File: src/sv/lfows_pkg.sv
// shared types, constants and the cosine table builder for the lfo waveform shaper
package lfows_pkg;

    localparam int PHASE_W   = 32;
    localparam int SAMPLE_W  = 16;
    localparam int KIND_W    = 3;
    localparam int CFG_W     = 16;
    localparam int FW_W      = CFG_W + PHASE_W - 8;
    localparam int COS_DEPTH = 1024;
    localparam int COS_AW    = $clog2(COS_DEPTH) + 1;
    localparam int COS_FRAC  = 30 - $clog2(COS_DEPTH);
    localparam int DIV_STEPS = 31;
    localparam int QUEUE_DEPTH = 4;

    localparam logic [KIND_W-1:0] KIND_SINE     = 3'd0;
    localparam logic [KIND_W-1:0] KIND_TRIANGLE = 3'd1;
    localparam logic [KIND_W-1:0] KIND_SAW_UP   = 3'd2;
    localparam logic [KIND_W-1:0] KIND_SAW_DOWN = 3'd3;
    localparam logic [KIND_W-1:0] KIND_SQUARE   = 3'd4;

    localparam logic [CFG_W-1:0] CFG_RESET = 16'd1024;

    localparam longint unsigned ONE_CYCLE = 64'd1 << PHASE_W;
    localparam longint unsigned SAW_FRAC  = (ONE_CYCLE * 64'd8 + 64'd50) / 64'd100;
    localparam longint unsigned SQR_FRAC  = (ONE_CYCLE * 64'd3 + 64'd50) / 64'd100;
    localparam longint unsigned PI_Q30    = 64'd3373259426;

    typedef logic signed [32:0] val_t;
    localparam val_t Q30V = 33'sd1073741824;

    typedef enum logic [2:0] {
        MODE_DIRECT,
        MODE_LIN,
        MODE_EASE_UP,
        MODE_EASE_DN,
        MODE_SAW_UP,
        MODE_SINE
    } mode_t;

    typedef struct packed {
        mode_t             mode;
        val_t              base;
        logic [PHASE_W-1:0] angle;
    } pass_t;

    typedef struct packed {
        pass_t             pass;
        logic [PHASE_W-1:0] num;
        logic [PHASE_W:0]   den;
    } job_t;

    typedef logic [30:0] cos_word_t;
    typedef cos_word_t cos_rom_t [0:COS_DEPTH];

    // shift and subtract quotient, used only while building the table
    function automatic longint unsigned long_div(longint unsigned n, longint unsigned d);
        longint unsigned q;
        longint unsigned r;
        int              i;
        q = 0;
        r = 0;
        for (i = 63; i >= 0; i--)
        begin
            r = {r[62:0], n[i]};
            q = q << 1;
            if (r >= d)
            begin
                r = r - d;
                q = q | 64'd1;
            end
        end
        return q;
    endfunction

    function automatic cos_rom_t build_cos_rom();
        cos_rom_t          rom;
        longint unsigned   x;
        longint unsigned   x2;
        longint unsigned   term;
        longint            sum;
        int                i;
        int                n;
        for (i = 0; i <= COS_DEPTH; i++)
        begin
            x    = (PI_Q30 * longint'(i)) >> ($clog2(COS_DEPTH) + 1);
            x2   = (x * x) >> 30;
            term = 64'd1 << 30;
            sum  = 64'sd1 << 30;
            for (n = 1; n <= 12; n++)
            begin
                term = long_div((term * x2) >> 30, 64'((2 * n - 1) * (2 * n)));
                if ((n & 1) == 1)
                begin
                    sum = sum - longint'(term);
                end
                else
                begin
                    sum = sum + longint'(term);
                end
            end
            if (sum < 0)
            begin
                sum = 0;
            end
            if (sum > (64'sd1 << 30))
            begin
                sum = 64'sd1 << 30;
            end
            rom[i] = cos_word_t'(sum);
        end
        return rom;
    endfunction

endpackage

File: src/sv/lfows_queue.sv
// short fifo of classified items between front and back
module lfows_queue import lfows_pkg::*; (
    input  logic clk,
    input  logic rst_n,
    input  logic push,
    input  job_t push_job,
    input  logic pop,
    output logic full,
    output logic empty,
    output job_t head
);

    localparam int PTR_W = $clog2(QUEUE_DEPTH);

    job_t             mem [QUEUE_DEPTH];
    logic [PTR_W-1:0] wr_ptr_reg;
    logic [PTR_W-1:0] rd_ptr_reg;
    logic [PTR_W:0]   count_reg;
    logic [PTR_W:0]   count_next;

    assign full  = (count_reg == (PTR_W+1)'(QUEUE_DEPTH));
    assign empty = (count_reg == '0);
    assign head  = mem[rd_ptr_reg];

    always_comb
    begin
        count_next = count_reg;
        unique case ({push, pop && !empty})
            2'b10:   count_next = count_reg + 1'b1;
            2'b01:   count_next = count_reg - 1'b1;
            default: count_next = count_reg;
        endcase
    end

    always_ff @(posedge clk or negedge rst_n)
    begin
        if (!rst_n)
        begin
            wr_ptr_reg <= '0;
            rd_ptr_reg <= '0;
            count_reg  <= '0;
        end
        else
        begin
            count_reg <= count_next;
            if (push)
            begin
                wr_ptr_reg <= wr_ptr_reg + 1'b1;
            end
            if (pop && !empty)
            begin
                rd_ptr_reg <= rd_ptr_reg + 1'b1;
            end
        end
    end

    always_ff @(posedge clk)
    begin
        if (push)
        begin
            mem[wr_ptr_reg] <= push_job;
        end
    end

endmodule

File: config.mk
export PLATFORM = sky130hd
export DESIGN_NAME = lfows_queue
export DESIGN_NICKNAME = d
export VERILOG_FILES = /design/src/sv/lfows_pkg.sv /design/src/sv/lfows_queue.sv
export SDC_FILE = /design/constraint.sdc
export NUM_CORES = 1
export LEC_CHECK = 0
export BUFFER_PORTS_ARGS = -buffer_cell sky130_fd_sc_hd__buf_2
export CORE_MARGIN = 3
export CORE_UTILIZATION = 50
export CTS_CLUSTER_SIZE = 25
export DETAILED_ROUTE_END_ITERATION = 10
export HOLD_SLACK_MARGIN = 0.02
export PLACE_DENSITY = 0.75
export SYNTH_ARGS = -nofsm -noshare
export SYNTH_HDL_FRONTEND = slang
export SYNTH_SLANG_ARGS = --single-unit
File: constraint.sdc
create_clock -name clk -period 5.8 [get_ports clk]
set_clock_uncertainty 0.2 [all_clocks]
set_input_delay 0.29 -clock clk [delete_from_list [all_inputs] [get_ports clk]]
set_output_delay 0.29 -clock clk [all_outputs]
set_load 0.05 [all_outputs]
* After elaboration in Yosys (flattened, before gate mapping)
Memory sizes are Yosys's and may differ from the RTL's.
Index checks and enable logic that the tools add are counted.
** Word-level totals
- Latch bits :: 0
- Memories :: 1
- Input bits :: 137
- Logic and storage cells :: 18
- Bits in writable memories :: 532
- Register bits after elaboration :: 7
- Memory bits (read-only) :: 0
** Cells by class
- Bitwise operators :: 0
- Multiply operators :: 0
- Mux-type cells :: 3
- Shifts and indexed selects :: 0
- Equality and inequality tests :: 3
- Reduce and logical (&&, ||, !) cells :: 4
- Div/mod/pow operators :: 0
- $lt $le $gt $ge :: 0
- Add/sub/neg operators :: 4
** Memories
- mem :: words 4, bits a word 133, read ports 1, clocked after memory_dff 0, wr ports 1, line lfows_queue.sv:15 : job_t mem [QUEUE_DEPTH];
** Operators by type and width (count)
- $pmux W3 S2 :: 1
- $add A2 B1 Y2 const B :: 2
- $add A3 B1 Y3 const B :: 1
- $eq A3 B3 Y1 const B :: 1
- $logic_not A3 Y1 :: 1
- $sub A3 B1 Y3 const B :: 1
- $eq A2 B1 Y1 const B :: 1
- $eq A2 B2 Y1 const B :: 1
- $mux W1 :: 2
- $reduce_bool A2 Y1 :: 1
- $logic_and A1 B1 Y1 :: 1
- $logic_not A1 Y1 :: 1

* Logic depth before layout (Yosys ltp)
- Depth after elaboration :: 5
- Mapped depth :: 7
- Mapped depth without buffers :: 7

* Worst setup path before layout
No wires, ideal clock.
- Kind :: register to register
- Start :: reg wr_ptr_reg[0]
- End :: mem mem[0][0] (netlist name), enable pin
- Setup time :: 0.508 ns
- Cell stages (with the launch flop) :: 4
- Buffers on the path :: 0
- Clock period less this slack :: 4.378 ns
- Setup slack :: 1.422 ns
- Data arrival time :: 3.670 ns
- Path through :: dfrtp_1 inv_1 ha_1 and2_1
** RTL lines
- start, declared :: line lfows_queue.sv:16 : logic [PTR_W-1:0] wr_ptr_reg;
- start signal, assigned :: line lfows_queue.sv:48 : wr_ptr_reg <= wr_ptr_reg + 1'b1;
- end, declared :: line lfows_queue.sv:15
No word-level cell before the write port.

==> flow_summary.toml <==
[outcome]
status = "finished clean"

[synthesis]
synth_area_sq_um = 19600
yosysUniqueCellTypes = 20
ys_ff_latch = 539
syn_inst = 732
seq_area_frac_synth_pct = 82.6
ys_warn_count = 0
avgSynthCellArea_sq_um = 26.7
syn_nets = 875

[critical_path]
cpMaxStageDelayCell = "dfrtp_4"
crit_chain = "buf_4 > mux4_2 > buf_2"
start_kind = "flop"
cp-startpoint = "rd_ptr_reg[0]"
worstPathArrival_ns = 2.92
criticalPathCategory = "reg2out"
timing.rr.start = "wr_ptr_reg[1]"
crit_required_ns = 5.31
cpPeakStageDelay_ns = 0.90
cp-end-kind = "output pin"
worst-path-max-fanout = 35

[layout]
drive_gt1_share_pct = 40.4
area_growth_pct = 25.6
final_nets = 1316
fill_cells = 2472
largest_register_ffs = 532
post-route-util_pct = 64.5
final_cell_mix = "edfxtp_1, buf_2, dlygate4sd3_1, mux4_2, clkbuf_16"
final_common_cell = "edfxtp_1"

[drt]
vias = 9381
drt_first_pass_iters = 4
drcViolationCount = 0
wl_per_cell_um = 23.0
drtIter0Drc = 739
viasPerCell = 5.42
ant_nets = 0
drt_wl_total_mm = 39.8

[pwr]
comb_power_share_pct = 37.8
power_density_nw_per_um2 = 565
leakage_nw = 8.47
p_switching_mw = 5.32
ir_drop_uv = 406
p_clk_share_pct = 23.6
p_total_mw = 13.9
p_int_mw = 8.57
switching_share_pct = 38.3
seqPwrFrac_pct = 38.7

[timing]
hold_violations = 0
fmax_mhz = 293
tns_ns = 0
tightest_slew_ns = 1.06
rsz0062_at_grt = "no"
slew_violations = 0
setup_violations = 0
min_period_over_period_pct = 58.8
fin_crit_ns = 3.41
relSlewSlack_pct = 29.5

[clock_network]
clk_latency_ns = 0.57
htree_levels = 2
cts.path.max_buffers = 3
cts_tree = "done"
clkTransAtPathRegs_ns = 0.06
cts_buffers = 52
numClockSinks = 539
root_buffer = "clkbuf_16"
cts_resized = 0
cts_setup_buffers = 0

[global_routing]
antenna_found_initial = 3
grt_max_degree = 120
grt_overflow_total = 0
grt_pass1_wl_mm = 61.5
grt_pass1_vias = 10519
grt_usage_pct = 19.6

[placed_design]
place_congestion = 0.725
place_hpwl_mm = 21.3
numPortBuffers = 271

[hold_path]
holdCritStartpoint = "push_job[122]"
hold_class = "in2reg"

[floorplanning]
io_pins = 272
core.rowCount = 71
die-area_sq_um = 41500
die_h_um = 204
die_x_um = 204
initial_core_util_pct = 51.3
core_sq_um = 38100

[flow_run]
cap_violations = 0
-- worst max-delay path: cells and delay by family, from the launching register on --
kind / cells / cell delay (ns)
buffers and inverters: 2 / 0.81
muxes: 1 / 0.61
DFF: 1 / 0.90
-- power groups by stage --
| stage | Clock (mW) | Sequential (mW) | Combinational [mW] |
|---|---|---|---|
| after floorplan | 0 | 5.36 | 4.17 |
| after global placement | 0 | 5.40 | 5.21 |
| after detailed placement | 0 | 5.45 | 5.22 |
| after CTS | 3.34 | 5.37 | 5.32 |
| after global routing | 3.50 | 5.44 | 5.51 |
| final | 3.27 | 5.37 | 5.25 |
-- per-layer routing --
| layer | global-route usage, % | vias to the layer above | part of all wire (%) |
|---|---|---|---|
| li1 | - | 4060 | - |
| met1 | 25.3 | 4949 | 39 |
| met2 | 32.9 | 326 | 52 |
| met3 | 5.38 | 46 | 7.3 |
| met4 | 6.02 | 0 | 2.0 |
| met5 | 0 | - | 0 |
-- stage by stage --
stage,hold WS [ns],worst slack (ns),area [sq um],cells
final,0.264,2.39,24600,1730
after global routing,0.242,2.16,24600,1730
after CTS,0.212,2.27,24600,1727
after detailed placement,-0.0600,2.91,21500,1493
after global placement,-0.0617,2.94,21500,1493
after floorplan,-0.206,1.42,19600,732
-- synthesized netlist by cell type --
library cell  instances  area, sq um
ha_1                  5         62.6
edfxtp_1            532        16000
and3_1                1         6.26
nand2_1               2         7.51
xor2_1                4         35.0
o21ai_0               1         5.00
nor3_1                1         5.00
nor2_1                1         3.75
and2_1                4         25.0
buf_6                 7         78.8
mux2i_1               1         10.0
o31a_1                1         8.76
mux4_2              133         3000
inv_1                 6         22.5
dfrtp_1               7          175
buf_4                 1         7.51
buf_2                16         80.1
xnor2_1               2         17.5
fa_1                  1         20.0
clkbuf_1              6         22.5
-- area by class of cell --
| class | count | area, sq um | area share (%) |
|---|---|---|---|
| flip-flops and latches | 539 | 16200 | 65.8 |
| repair buffers | 417 | 2860 | 11.6 |
| clock inverters | 27 | 239 | 0.973 |
| diodes | 3 | 7.51 | 0.0306 |
| well taps | 511 | 639 | 2.60 |
| inverters | 6 | 22.5 | 0.0917 |
| multi-input cells | 157 | 3210 | 13.1 |
| clock buffers | 70 | 1430 | 5.82 |
-- final timing paths --
path / end / slack, ns / cells past startpoint
max: head[33] / 2.39 / 3
min: mem[2][122] / 0.26 / 2
max reg2reg: mem[1][81] / 3.17 / 4
min reg2reg: count_reg[2] / 0.33 / 1
max in group asynchronous: rd_ptr_reg[0] / 4.59 / 3
min in group asynchronous: count_reg[2] / 0.50 / 3
-- cells by family (layout without fill, tap and decap cells) --
logic type	after synthesis	after routing	synth area share [%]
AOI/OAI and AO/OA	2	2	0.0703
xor gates and xnor gates	6	6	0.269
adders and majority gates	6	6	0.422
buffers and inverters	36	520	1.08
DFF	539	539	82.6
muxes	134	134	15.4
other	0	3	0
and+or+nand+nor	9	9	0.243
-- timing repair --
item	CTS	global route
endpoints found under the setup margin	0	0
hold buffers	137	0
endpoints found under the hold margin	543	0
(Power assumes the default switching activity.)
