--- src/sv/lfows_pkg.sv ---
// shared types, constants and the cosine table builder for the lfo waveform shaper
package lfows_pkg;

    localparam int PHASE_W   = 32;
    localparam int SAMPLE_W  = 16;
    localparam int KIND_W    = 3;
    localparam int CFG_W     = 16;
    localparam int FW_W      = CFG_W + PHASE_W - 8;
    localparam int COS_DEPTH = 1024;
    localparam int COS_AW    = $clog2(COS_DEPTH) + 1;
    localparam int COS_FRAC  = 30 - $clog2(COS_DEPTH);
    localparam int DIV_STEPS = 31;
    localparam int QUEUE_DEPTH = 4;

    localparam logic [KIND_W-1:0] KIND_SINE     = 3'd0;
    localparam logic [KIND_W-1:0] KIND_TRIANGLE = 3'd1;
    localparam logic [KIND_W-1:0] KIND_SAW_UP   = 3'd2;
    localparam logic [KIND_W-1:0] KIND_SAW_DOWN = 3'd3;
    localparam logic [KIND_W-1:0] KIND_SQUARE   = 3'd4;

    localparam logic [CFG_W-1:0] CFG_RESET = 16'd1024;

    localparam longint unsigned ONE_CYCLE = 64'd1 << PHASE_W;
    localparam longint unsigned SAW_FRAC  = (ONE_CYCLE * 64'd8 + 64'd50) / 64'd100;
    localparam longint unsigned SQR_FRAC  = (ONE_CYCLE * 64'd3 + 64'd50) / 64'd100;
    localparam longint unsigned PI_Q30    = 64'd3373259426;

    typedef logic signed [32:0] val_t;
    localparam val_t Q30V = 33'sd1073741824;

    typedef enum logic [2:0] {
        MODE_DIRECT,
        MODE_LIN,
        MODE_EASE_UP,
        MODE_EASE_DN,
        MODE_SAW_UP,
        MODE_SINE
    } mode_t;

    typedef struct packed {
        mode_t             mode;
        val_t              base;
        logic [PHASE_W-1:0] angle;
    } pass_t;

    typedef struct packed {
        pass_t             pass;
        logic [PHASE_W-1:0] num;
        logic [PHASE_W:0]   den;
    } job_t;

    typedef logic [30:0] cos_word_t;
    typedef cos_word_t cos_rom_t [0:COS_DEPTH];

    // shift and subtract quotient, used only while building the table
    function automatic longint unsigned long_div(longint unsigned n, longint unsigned d);
        longint unsigned q;
        longint unsigned r;
        int              i;
        q = 0;
        r = 0;
        for (i = 63; i >= 0; i--)
        begin
            r = {r[62:0], n[i]};
            q = q << 1;
            if (r >= d)
            begin
                r = r - d;
                q = q | 64'd1;
            end
        end
        return q;
    endfunction

    function automatic cos_rom_t build_cos_rom();
        cos_rom_t          rom;
        longint unsigned   x;
        longint unsigned   x2;
        longint unsigned   term;
        longint            sum;
        int                i;
        int                n;
        for (i = 0; i <= COS_DEPTH; i++)
        begin
            x    = (PI_Q30 * longint'(i)) >> ($clog2(COS_DEPTH) + 1);
            x2   = (x * x) >> 30;
            term = 64'd1 << 30;
            sum  = 64'sd1 << 30;
            for (n = 1; n <= 12; n++)
            begin
                term = long_div((term * x2) >> 30, 64'((2 * n - 1) * (2 * n)));
                if ((n & 1) == 1)
                begin
                    sum = sum - longint'(term);
                end
                else
                begin
                    sum = sum + longint'(term);
                end
            end
            if (sum < 0)
            begin
                sum = 0;
            end
            if (sum > (64'sd1 << 30))
            begin
                sum = 64'sd1 << 30;
            end
            rom[i] = cos_word_t'(sum);
        end
        return rom;
    endfunction

endpackage

--- src/sv/lfows_in_if.sv ---
// input channel: phase, kind and phase step with valid/ready
interface lfows_in_if import lfows_pkg::*; ();
    logic                      valid;
    logic                      ready;
    logic [PHASE_W-1:0]        phase;
    logic [KIND_W-1:0]         kind;
    logic signed [PHASE_W-1:0] phase_step;

    modport source (output valid, output phase, output kind, output phase_step, input ready);
    modport sink (input valid, input phase, input kind, input phase_step, output ready);
endinterface

--- src/sv/lfows_front.sv ---
// front end: config register, edge width and classification of each item
module lfows_front import lfows_pkg::*; (
    input  logic               clk,
    input  logic               rst_n,
    lfows_in_if.sink           in_ch,
    input  logic               cfg_wr_en,
    input  logic [CFG_W-1:0]   cfg_wr_data,
    input  logic               q_full,
    output logic               push,
    output job_t               push_job
);

    localparam logic [FW_W-1:0]    SAW_FRAC_W = FW_W'(SAW_FRAC);
    localparam logic [FW_W-1:0]    SQR_FRAC_W = FW_W'(SQR_FRAC);
    localparam logic [FW_W-1:0]    HALF_FW    = FW_W'(ONE_CYCLE >> 1);
    localparam logic [PHASE_W:0]   ONE_X      = (PHASE_W+1)'(ONE_CYCLE);
    localparam logic [PHASE_W:0]   HALF_X     = (PHASE_W+1)'(ONE_CYCLE >> 1);
    localparam logic [PHASE_W:0]   QTR_X      = (PHASE_W+1)'(ONE_CYCLE >> 2);
    localparam logic [PHASE_W:0]   TQTR_X     = (PHASE_W+1)'((ONE_CYCLE >> 2) * 3);
    localparam logic [PHASE_W-1:0] QTR_P      = PHASE_W'(ONE_CYCLE >> 2);

    logic [CFG_W-1:0]   floor_reg;
    logic               adv;
    logic [PHASE_W-1:0] mag_in;

    logic               v1_reg;
    logic [PHASE_W-1:0] p1_reg;
    logic [KIND_W-1:0]  k1_reg;
    logic [PHASE_W-1:0] mag1_reg;

    logic               v2_reg;
    logic [PHASE_W-1:0] p2_reg;
    logic [KIND_W-1:0]  k2_reg;
    logic [FW_W-1:0]    fw2_reg;
    logic [FW_W+7:0]    fw_prod;

    logic               v3_reg;
    logic [PHASE_W-1:0] p3_reg;
    logic [KIND_W-1:0]  k3_reg;
    logic [PHASE_W-1:0] w3_reg;
    logic [FW_W-1:0]    frac;
    logic [FW_W-1:0]    wmax;
    logic [PHASE_W-1:0] w_next;

    logic [PHASE_W:0]   p_x;
    logic [PHASE_W:0]   w_x;
    logic [PHASE_W:0]   one_mw;
    logic [PHASE_W:0]   half_mw;
    logic [PHASE_W:0]   half_pw;
    job_t               job;

    always_ff @(posedge clk or negedge rst_n)
    begin
        if (!rst_n)
        begin
            floor_reg <= CFG_RESET;
        end
        else if (cfg_wr_en)
        begin
            floor_reg <= cfg_wr_data;
        end
    end

    assign adv         = !v3_reg || !q_full;
    assign in_ch.ready = adv;
    assign mag_in      = in_ch.phase_step[PHASE_W-1] ? (~in_ch.phase_step + 1'b1)
                                                     : in_ch.phase_step;
    assign fw_prod     = (FW_W+8)'(floor_reg) * (FW_W+8)'(mag1_reg);
    assign frac        = (k2_reg == KIND_SQUARE) ? SQR_FRAC_W : SAW_FRAC_W;
    assign wmax        = (fw2_reg > frac) ? fw2_reg : frac;
    assign w_next      = (wmax > HALF_FW) ? HALF_FW[PHASE_W-1:0] : wmax[PHASE_W-1:0];

    always_ff @(posedge clk or negedge rst_n)
    begin
        if (!rst_n)
        begin
            v1_reg <= 1'b0;
            v2_reg <= 1'b0;
            v3_reg <= 1'b0;
        end
        else if (adv)
        begin
            v1_reg <= in_ch.valid;
            v2_reg <= v1_reg;
            v3_reg <= v2_reg;
        end
    end

    always_ff @(posedge clk)
    begin
        if (adv)
        begin
            p1_reg   <= in_ch.phase;
            k1_reg   <= in_ch.kind;
            mag1_reg <= mag_in;
            p2_reg   <= p1_reg;
            k2_reg   <= k1_reg;
            fw2_reg  <= fw_prod[FW_W+7:8];
            p3_reg   <= p2_reg;
            k3_reg   <= k2_reg;
            w3_reg   <= w_next;
        end
    end

    assign p_x     = {1'b0, p3_reg};
    assign w_x     = {1'b0, w3_reg};
    assign one_mw  = ONE_X - w_x;
    assign half_mw = HALF_X - w_x;
    assign half_pw = HALF_X + w_x;

    always_comb
    begin
        job.pass.mode  = MODE_DIRECT;
        job.pass.base  = '0;
        job.pass.angle = p3_reg - QTR_P;
        job.num        = '0;
        job.den        = (PHASE_W+1)'(1);
        unique case (k3_reg)
            KIND_SINE:
            begin
                job.pass.mode = MODE_SINE;
            end
            KIND_TRIANGLE:
            begin
                priority if (p_x < QTR_X)
                begin
                    job.pass.base = val_t'(p_x);
                end
                else if (p_x < TQTR_X)
                begin
                    job.pass.base = val_t'(HALF_X) - val_t'(p_x);
                end
                else
                begin
                    job.pass.base = val_t'(p_x - ONE_X);
                end
            end
            KIND_SAW_UP:
            begin
                if (p_x < one_mw)
                begin
                    job.pass.base = val_t'(p_x >> 1) - Q30V;
                end
                else
                begin
                    job.pass.mode = MODE_SAW_UP;
                    job.pass.base = val_t'(one_mw >> 1) - Q30V;
                    job.num       = PHASE_W'(p_x - one_mw);
                    job.den       = w_x;
                end
            end
            KIND_SAW_DOWN:
            begin
                if (p_x < w_x)
                begin
                    job.pass.mode = MODE_EASE_UP;
                    job.pass.base = -Q30V;
                    job.num       = p3_reg;
                    job.den       = w_x;
                end
                else
                begin
                    job.pass.mode = MODE_LIN;
                    job.pass.base = Q30V;
                    job.num       = PHASE_W'(p_x - w_x);
                    job.den       = one_mw;
                end
            end
            KIND_SQUARE:
            begin
                priority if (p_x < half_mw)
                begin
                    job.pass.base = Q30V;
                end
                else if (p_x < half_pw)
                begin
                    job.pass.mode = MODE_EASE_DN;
                    job.pass.base = Q30V;
                    job.num       = PHASE_W'(p_x - half_mw);
                    job.den       = {w_x[PHASE_W-1:0], 1'b0};
                end
                else if (p_x < one_mw)
                begin
                    job.pass.base = -Q30V;
                end
                else
                begin
                    job.pass.mode = MODE_EASE_UP;
                    job.pass.base = -Q30V;
                    job.num       = PHASE_W'(p_x - one_mw);
                    job.den       = w_x;
                end
            end
            default:
            begin
                job.pass.base = '0;
            end
        endcase
    end

    assign push     = v3_reg && !q_full;
    assign push_job = job;

endmodule

--- src/flat_wrapper.sv ---
// flat-port wrapper written by rule: the top's interface ports become plain ports
module lfows_front_flat import lfows_pkg::*;
  (clk, rst_n, cfg_wr_en, cfg_wr_data, q_full, push, push_job, in_ch_valid, in_ch_phase, in_ch_kind, in_ch_phase_step, in_ch_ready);
  lfows_in_if in_ch_i ();
  input  logic clk;
  input  logic rst_n;
  input  logic cfg_wr_en;
  input  logic [CFG_W-1:0] cfg_wr_data;
  input  logic q_full;
  output logic push;
  output job_t push_job;
  input wire logic [$bits(in_ch_i.valid)-1:0] in_ch_valid;
  input wire logic [$bits(in_ch_i.phase)-1:0] in_ch_phase;
  input wire logic [$bits(in_ch_i.kind)-1:0] in_ch_kind;
  input wire logic [$bits(in_ch_i.phase_step)-1:0] in_ch_phase_step;
  output wire logic [$bits(in_ch_i.ready)-1:0] in_ch_ready;
  assign in_ch_i.valid = in_ch_valid;
  assign in_ch_i.phase = in_ch_phase;
  assign in_ch_i.kind = in_ch_kind;
  assign in_ch_i.phase_step = in_ch_phase_step;
  assign in_ch_ready = in_ch_i.ready;
  lfows_front u_core (.clk(clk), .rst_n(rst_n), .in_ch(in_ch_i), .cfg_wr_en(cfg_wr_en), .cfg_wr_data(cfg_wr_data), .q_full(q_full), .push(push), .push_job(push_job));
endmodule
--- config.mk ---
export PLATFORM = sky130hd
export DESIGN_NAME = lfows_front_flat
export DESIGN_NICKNAME = d
export VERILOG_FILES = /design/src/sv/lfows_pkg.sv /design/src/sv/lfows_in_if.sv /design/src/sv/lfows_front.sv /design/src/flat_wrapper.sv
export SDC_FILE = /design/constraint.sdc
export NUM_CORES = 2
export LEC_CHECK = 0
export BUFFER_PORTS_ARGS = -buffer_cell sky130_fd_sc_hd__buf_2
export CAP_MARGIN = 25
export CORE_MARGIN = 8
export CORE_UTILIZATION = 39
export DETAILED_ROUTE_END_ITERATION = 10
export PLACE_DENSITY_LB_ADDON = 0.1
export SLEW_MARGIN = 10
export SYNTH_ARGS = -nofsm -noshare
export SYNTH_HDL_FRONTEND = slang
export SYNTH_SLANG_ARGS = --single-unit
--- constraint.sdc ---
create_clock -name clk -period 7 [get_ports clk]
set_input_delay 0 -clock clk [delete_from_list [all_inputs] [get_ports clk]]
set_output_delay 0 -clock clk [all_outputs]
set_load 0.1 [all_outputs]
=== Word-level counts from Yosys, hierarchy flattened ===
Cells that the tools add are included.

* Output and inout port bits: 135
* Input bits: 88
* Word-level logic and storage cells: 65
* Register bits: 228

* $lt $le $gt $ge: 8
* Bitwise logic cells: 1
* Eq/ne operators: 5
* $add $sub $neg: 12
* Multiply operators: 1
* Reduce and logical (&&, ||, !) cells: 5
* Muxes and demuxes: 19

{| class="wikitable"
|+ Operator list
! cell !! count
|-
| 65-bit 2-to-1 mux || 4
|-
| 65-bit one-hot mux with 3 select lines || 1
|-
| 33-bit 2-to-1 mux || 4
|-
| 33-bit one-hot mux with 4 select lines || 1
|-
| 32-bit by 33-bit less-than comparator with 1-bit output || 3
|-
| 32-bit subtractor || 3
|-
| 35-bit 2-to-1 mux || 2
|-
| 32-bit by 32-bit subtractor with 33-bit output, first input constant || 2
|-
| 16-bit by 32-bit multiplier with 48-bit output || 1
|-
| 40-bit by 32-bit > comparator with 1-bit output, second input constant || 1
|-
| 40-bit > comparator || 1
|-
| 40-bit 2-to-1 mux || 1
|-
| 32-bit by 32-bit adder with 33-bit output, first input constant || 1
|-
| 32-bit by 31-bit subtractor with 33-bit output, second input constant || 1
|-
| 32-bit by 33-bit subtractor with 33-bit output, second input constant || 1
|-
| 33-bit by 32-bit subtractor with 33-bit output, first input constant || 1
|-
| 32-bit by 1-bit adder with 32-bit output, second input constant || 1
|-
| 32-bit by 31-bit less-than comparator with 1-bit output, second input constant || 1
|-
| 32-bit less-than comparator || 1
|-
| 32-bit less-than comparator, second input constant || 1
|-
| 32-bit inverter || 1
|-
| 31-bit by 31-bit subtractor with 32-bit output, second input constant || 1
|-
| 32-bit by 31-bit subtractor with 32-bit output, second input constant || 1
|-
| 31-bit 2-to-1 mux || 1
|-
| 11 further kinds || 15
|}

=== Longest topological paths before layout ===
* Depth after elaboration: 6
* Gate-level depth with buffers: 24
* Depth with buffers taken out: 23

=== Worst setup path before layout ===
No wires, ideal clock.

* Path kind: register to output
* Start point: register u_core.w3_reg[2]
* End point: output port push_job[11] in the netlist's numbering
* Slack: 0.351 ns
* Arrival: 6.649 ns
* Required time: 7.000 ns
* Path buffers: 2
* Cell stages (with the launch flop): 19
* Cells stage by stage: edfxtp_1 -> nor3_1 -> nand4_1 -> nor4_1 -> and3_1 -> and2_1 -> clkbuf_1 -> nand4_1 -> xnor2_1 -> ha_1 -> o21ai_0 -> o21ai_0 -> o211ai_1 -> a221oi_1 -> o211ai_1 -> o21ai_1 -> a21oi_1 -> clkbuf_1 -> o21ai_0

{| class="wikitable"
|+ RTL lines
! item !! line !! RTL
|-
| start: declaration || lfows_front.sv:40 || <nowiki>logic [PHASE_W-1:0] w3_reg;</nowiki>
|-
| start signal: assignment || lfows_front.sv:101 || <nowiki>w3_reg <= w_next;</nowiki>
|-
| end: declaration || flat_wrapper.sv:11 || <nowiki>output job_t push_job;</nowiki>
|}

=== Worst setup path in the final report ===
* Start point: register u_core.mag1_reg[7]
* End point: register u_core.fw2_reg[35], data pin

* Word-level cells in the longest chain between the ends: 1

{| class="wikitable"
|+ Ends and longest elaborated chain
! item !! line !! RTL
|-
| start: declaration || lfows_front.sv:29 || <nowiki>logic [PHASE_W-1:0] mag1_reg;</nowiki>
|-
| start signal: assignment || lfows_front.sv:95 || <nowiki>mag1_reg <= mag_in;</nowiki>
|-
| 16-bit by 32-bit multiplier with 48-bit output || lfows_front.sv:68 || <nowiki>assign fw_prod = (FW_W+8)'(floor_reg) * (FW_W+8)'(mag1_reg);</nowiki>
|-
| net u_core.fw_prod[43] || lfows_front.sv:35 || <nowiki>logic [FW_W+7:0] fw_prod;</nowiki>
|-
| end signal: assignment || lfows_front.sv:98 || <nowiki>fw2_reg <= fw_prod[FW_W+7:8];</nowiki>
|-
| end: declaration || lfows_front.sv:34 || <nowiki>logic [FW_W-1:0] fw2_reg;</nowiki>
|}

The timed path passes the listed nets, and every way through them passes these cells.
A chain may end at the register's enable or synchronous reset.

==> flow_summary.json <==
{
  "ant_nets": 0,
  "wl_per_cell_um": 20.2,
  "grt_usage_pct": 21.1,
  "clk_latency_ns": 0.58,
  "period_share_pct": 96.4,
  "hold_viol": 0,
  "cts_tree": "built",
  "crit_chain": "buf_12 -> buf_4 -> and2_1 -> fa_1 -> inv_1 -> fa_1 -> fa_1 -> fa_1 -> inv_1 -> fa_1 -> inv_1 -> fa_1 -> inv_1 -> ha_1 -> and4_1 -> a311o_2 -> and4_1 -> nor4_1 -> nor3_1 -> or3_1 -> xnor2_1",
  "post-route-util_pct": 45.5,
  "synthFlopType": "edfxtp_1",
  "largest_reg_flops": 40,
  "drtIter0Drc": 1506,
  "crit_slowest_cell": "fa_1",
  "crit_family": "adder cells",
  "fp.dieArea_um2": 88900,
  "drv_cap": 0,
  "syn_inst": 3348,
  "areaGrowthSynthToFinish_pct": 15.7,
  "num_rows": 103,
  "reg2reg_from": "u_core.mag1_reg[7]$_DFFE_PP_",
  "critPathMaxFanout": 9,
  "antenna_cells": 0,
  "period_minus_slack_ns": 6.75,
  "grt_max_degree": 177,
  "critPathBufInv": 6,
  "grt_pass1_vias": 26300,
  "cts.sinks": 228,
  "ys_warn_count": 0,
  "hold_path.startpoint": "in_ch_phase_step[31]",
  "slew_viol_final": 0,
  "clkSlewWorstSetupHoldPaths_ns": 0.06,
  "die_h_um": 298,
  "synthTopCellsByArea": "fa_1 (27%), edfxtp_1 (20%), ha_1 (8.3%), inv_1 (6.7%), nand2_1 (5.2%)",
  "hold_path_end": "u_core.mag1_reg[1]$_DFFE_PP_",
  "vias_per_cell": 5.23,
  "crit_required_ns": 7.34,
  "startpoint_type": "register",
  "cts_buffer_depth": 3,
  "initial_core_util_pct": 39.4,
  "synth_top_area_share_pct": 27.0,
  "dpl_worst_slack_ns": 0.156,
  "grt_overflow": 0,
  "critical_path_arrival_ns": 7.08,
  "crit_top_cell": "fa_1",
  "die_x_um": 298,
  "cts_buffers": 28,
  "max_freq_ghz": 0.148,
  "relSlewSlack_pct": 28.6,
  "synth-edff-count": 209,
  "io_pins": 223,
  "rrSetupSlack_ns": 0.25,
  "mostFrequentLayoutCells": "inv_1 (554), nand2_1 (433), fa_1 (419), and2_1 (227), buf_2 (212)",
  "critPathCaptureType": "register",
  "whs_path_depth": 2,
  "reg2regPathDepth": 21,
  "fin_worst_skew_ns": 0.0265,
  "syn_area_um2": 31000,
  "critPathKind": "register to register",
  "routabilityCongestion": 0.912,
  "async_flop_share_pct": 8.33,
  "syn-num-nets": 4062,
  "wl_um": 95800,
  "ys_seq_area_share_pct": 21.8,
  "cts_root_buf": "clkbuf_16",
  "reg2reg_to": "u_core.fw2_reg[35]$_DFFE_PP_",
  "drcViolationCount": 0,
  "hold_path.class": "primary input to register",
  "first_pass_iters": 5,
  "via_count": 24800,
  "grt_pass1_wl_um": 151000,
  "synth_top_area_cell": "fa_1",
  "antenna_found_initial": 0,
  "final_common_cell": "inv_1",
  "setup_viol": 0,
  "synth-seq-cells": 228,
  "slowest_delay_ns": 0.56,
  "synth_area_per_cell_um2": 9.27,
  "status": "completed",
  "io_buffers": 222,
  "setup_ws_ns": 0.254,
  "synth.distinct_cells": 76,
  "dp_hpwl_um": 79200,
  "design.core.area_um2": 78900,
  "htree_num_levels": 1,
  "max_slew.worst_pin.slew_ns": 1.07,
  "nets": 4376,
  "drive_gt1_share_pct": 11.9
}
## kinds of logic (layout without fill, tap and decap cells)
logic type,after synthesis,in the layout,share of synthesized area (%)
buffers and inverters,724,1059,9.12
AO/OA/AOI/OAI,551,551,11.6
multiplexers,55,55,1.87
AND/OR/NAND/NOR,998,998,15.6
XOR/XNOR,166,166,4.68
flip-flops,228,228,21.8
adder cells (fa/ha/maj),626,626,35.4
## timing repair
item,4_1_cts,5_1_grt
setup endpoints to repair,0,84
hold endpoints to repair,103,0
resized for setup,0,38
hold buffers,121,0
buffers inserted,0,20
## metal layers
metal	vias to the layer above	GRT usage [%]	wire length, um
met2	690	37.2	46900
met5	-	0	0
met3	135	2.52	4330
li1	11600	-	-
met4	0	5.07	2550
met1	12400	27.5	42000
## area by class of cell
type / count / area (um2)
well taps: 1050 / 1310
multi-input cells: 2396 / 21600
flip-flops and latches: 228 / 6770
repair buffers: 452 / 3250
fillers: 7781 / 42900
clock buffers: 35 / 737
clock inverters: 16 / 216
inverters: 556 / 2090
## worst max-delay path by stage
stage                                        start                      endpoint  slack [ns]  depth (start not counted)
finish                u_core.mag1_reg[7]$_DFFE_PP_  u_core.fw2_reg[35]$_DFFE_PP_        0.25                         21
global route          u_core.mag1_reg[9]$_DFFE_PP_  u_core.fw2_reg[27]$_DFFE_PP_       -0.02                         22
CTS                 u_core.w3_reg[2]$_SDFFCE_PN0P_                   push_job[6]        0.08                         19
detailed placement    u_core.mag1_reg[5]$_DFFE_PP_  u_core.fw2_reg[35]$_DFFE_PP_        0.16                         21
global placement      u_core.mag1_reg[5]$_DFFE_PP_  u_core.fw2_reg[35]$_DFFE_PP_        0.20                         21
floorplan           u_core.w3_reg[2]$_SDFFCE_PN0P_                  push_job[11]        0.35                         18
## through the flow
stage          hold WS, ns  instance area [um2]  std cells  TNS (ns)
3_5_place_dp      -0.00235                33400       4538         0
6_report            0.0440                35900       4733         0
4_1_cts             0.0130                35600       4710         0
3_3_place_gp      -0.00950                33400       4538         0
5_1_grt             0.0498                35900       4733   -0.0162
2_1_floorplan       -0.296                31000       3348         0
## synthesized netlist by cell type (all sizes together), types with 36 or more instances
cell and instances:
inv 554, nand2 434, fa 419, and2 227, edfxtp 209, ha 207, clkbuf 132, xnor2 129
a21oi 121, nor2 118, o21ai 116, a21o 47, o22ai 45, nand3 41, xor2 37, buf 36
Power is not shown: default switching activity piles up to over one toggle a cycle in this logic, so the estimate is an artifact.
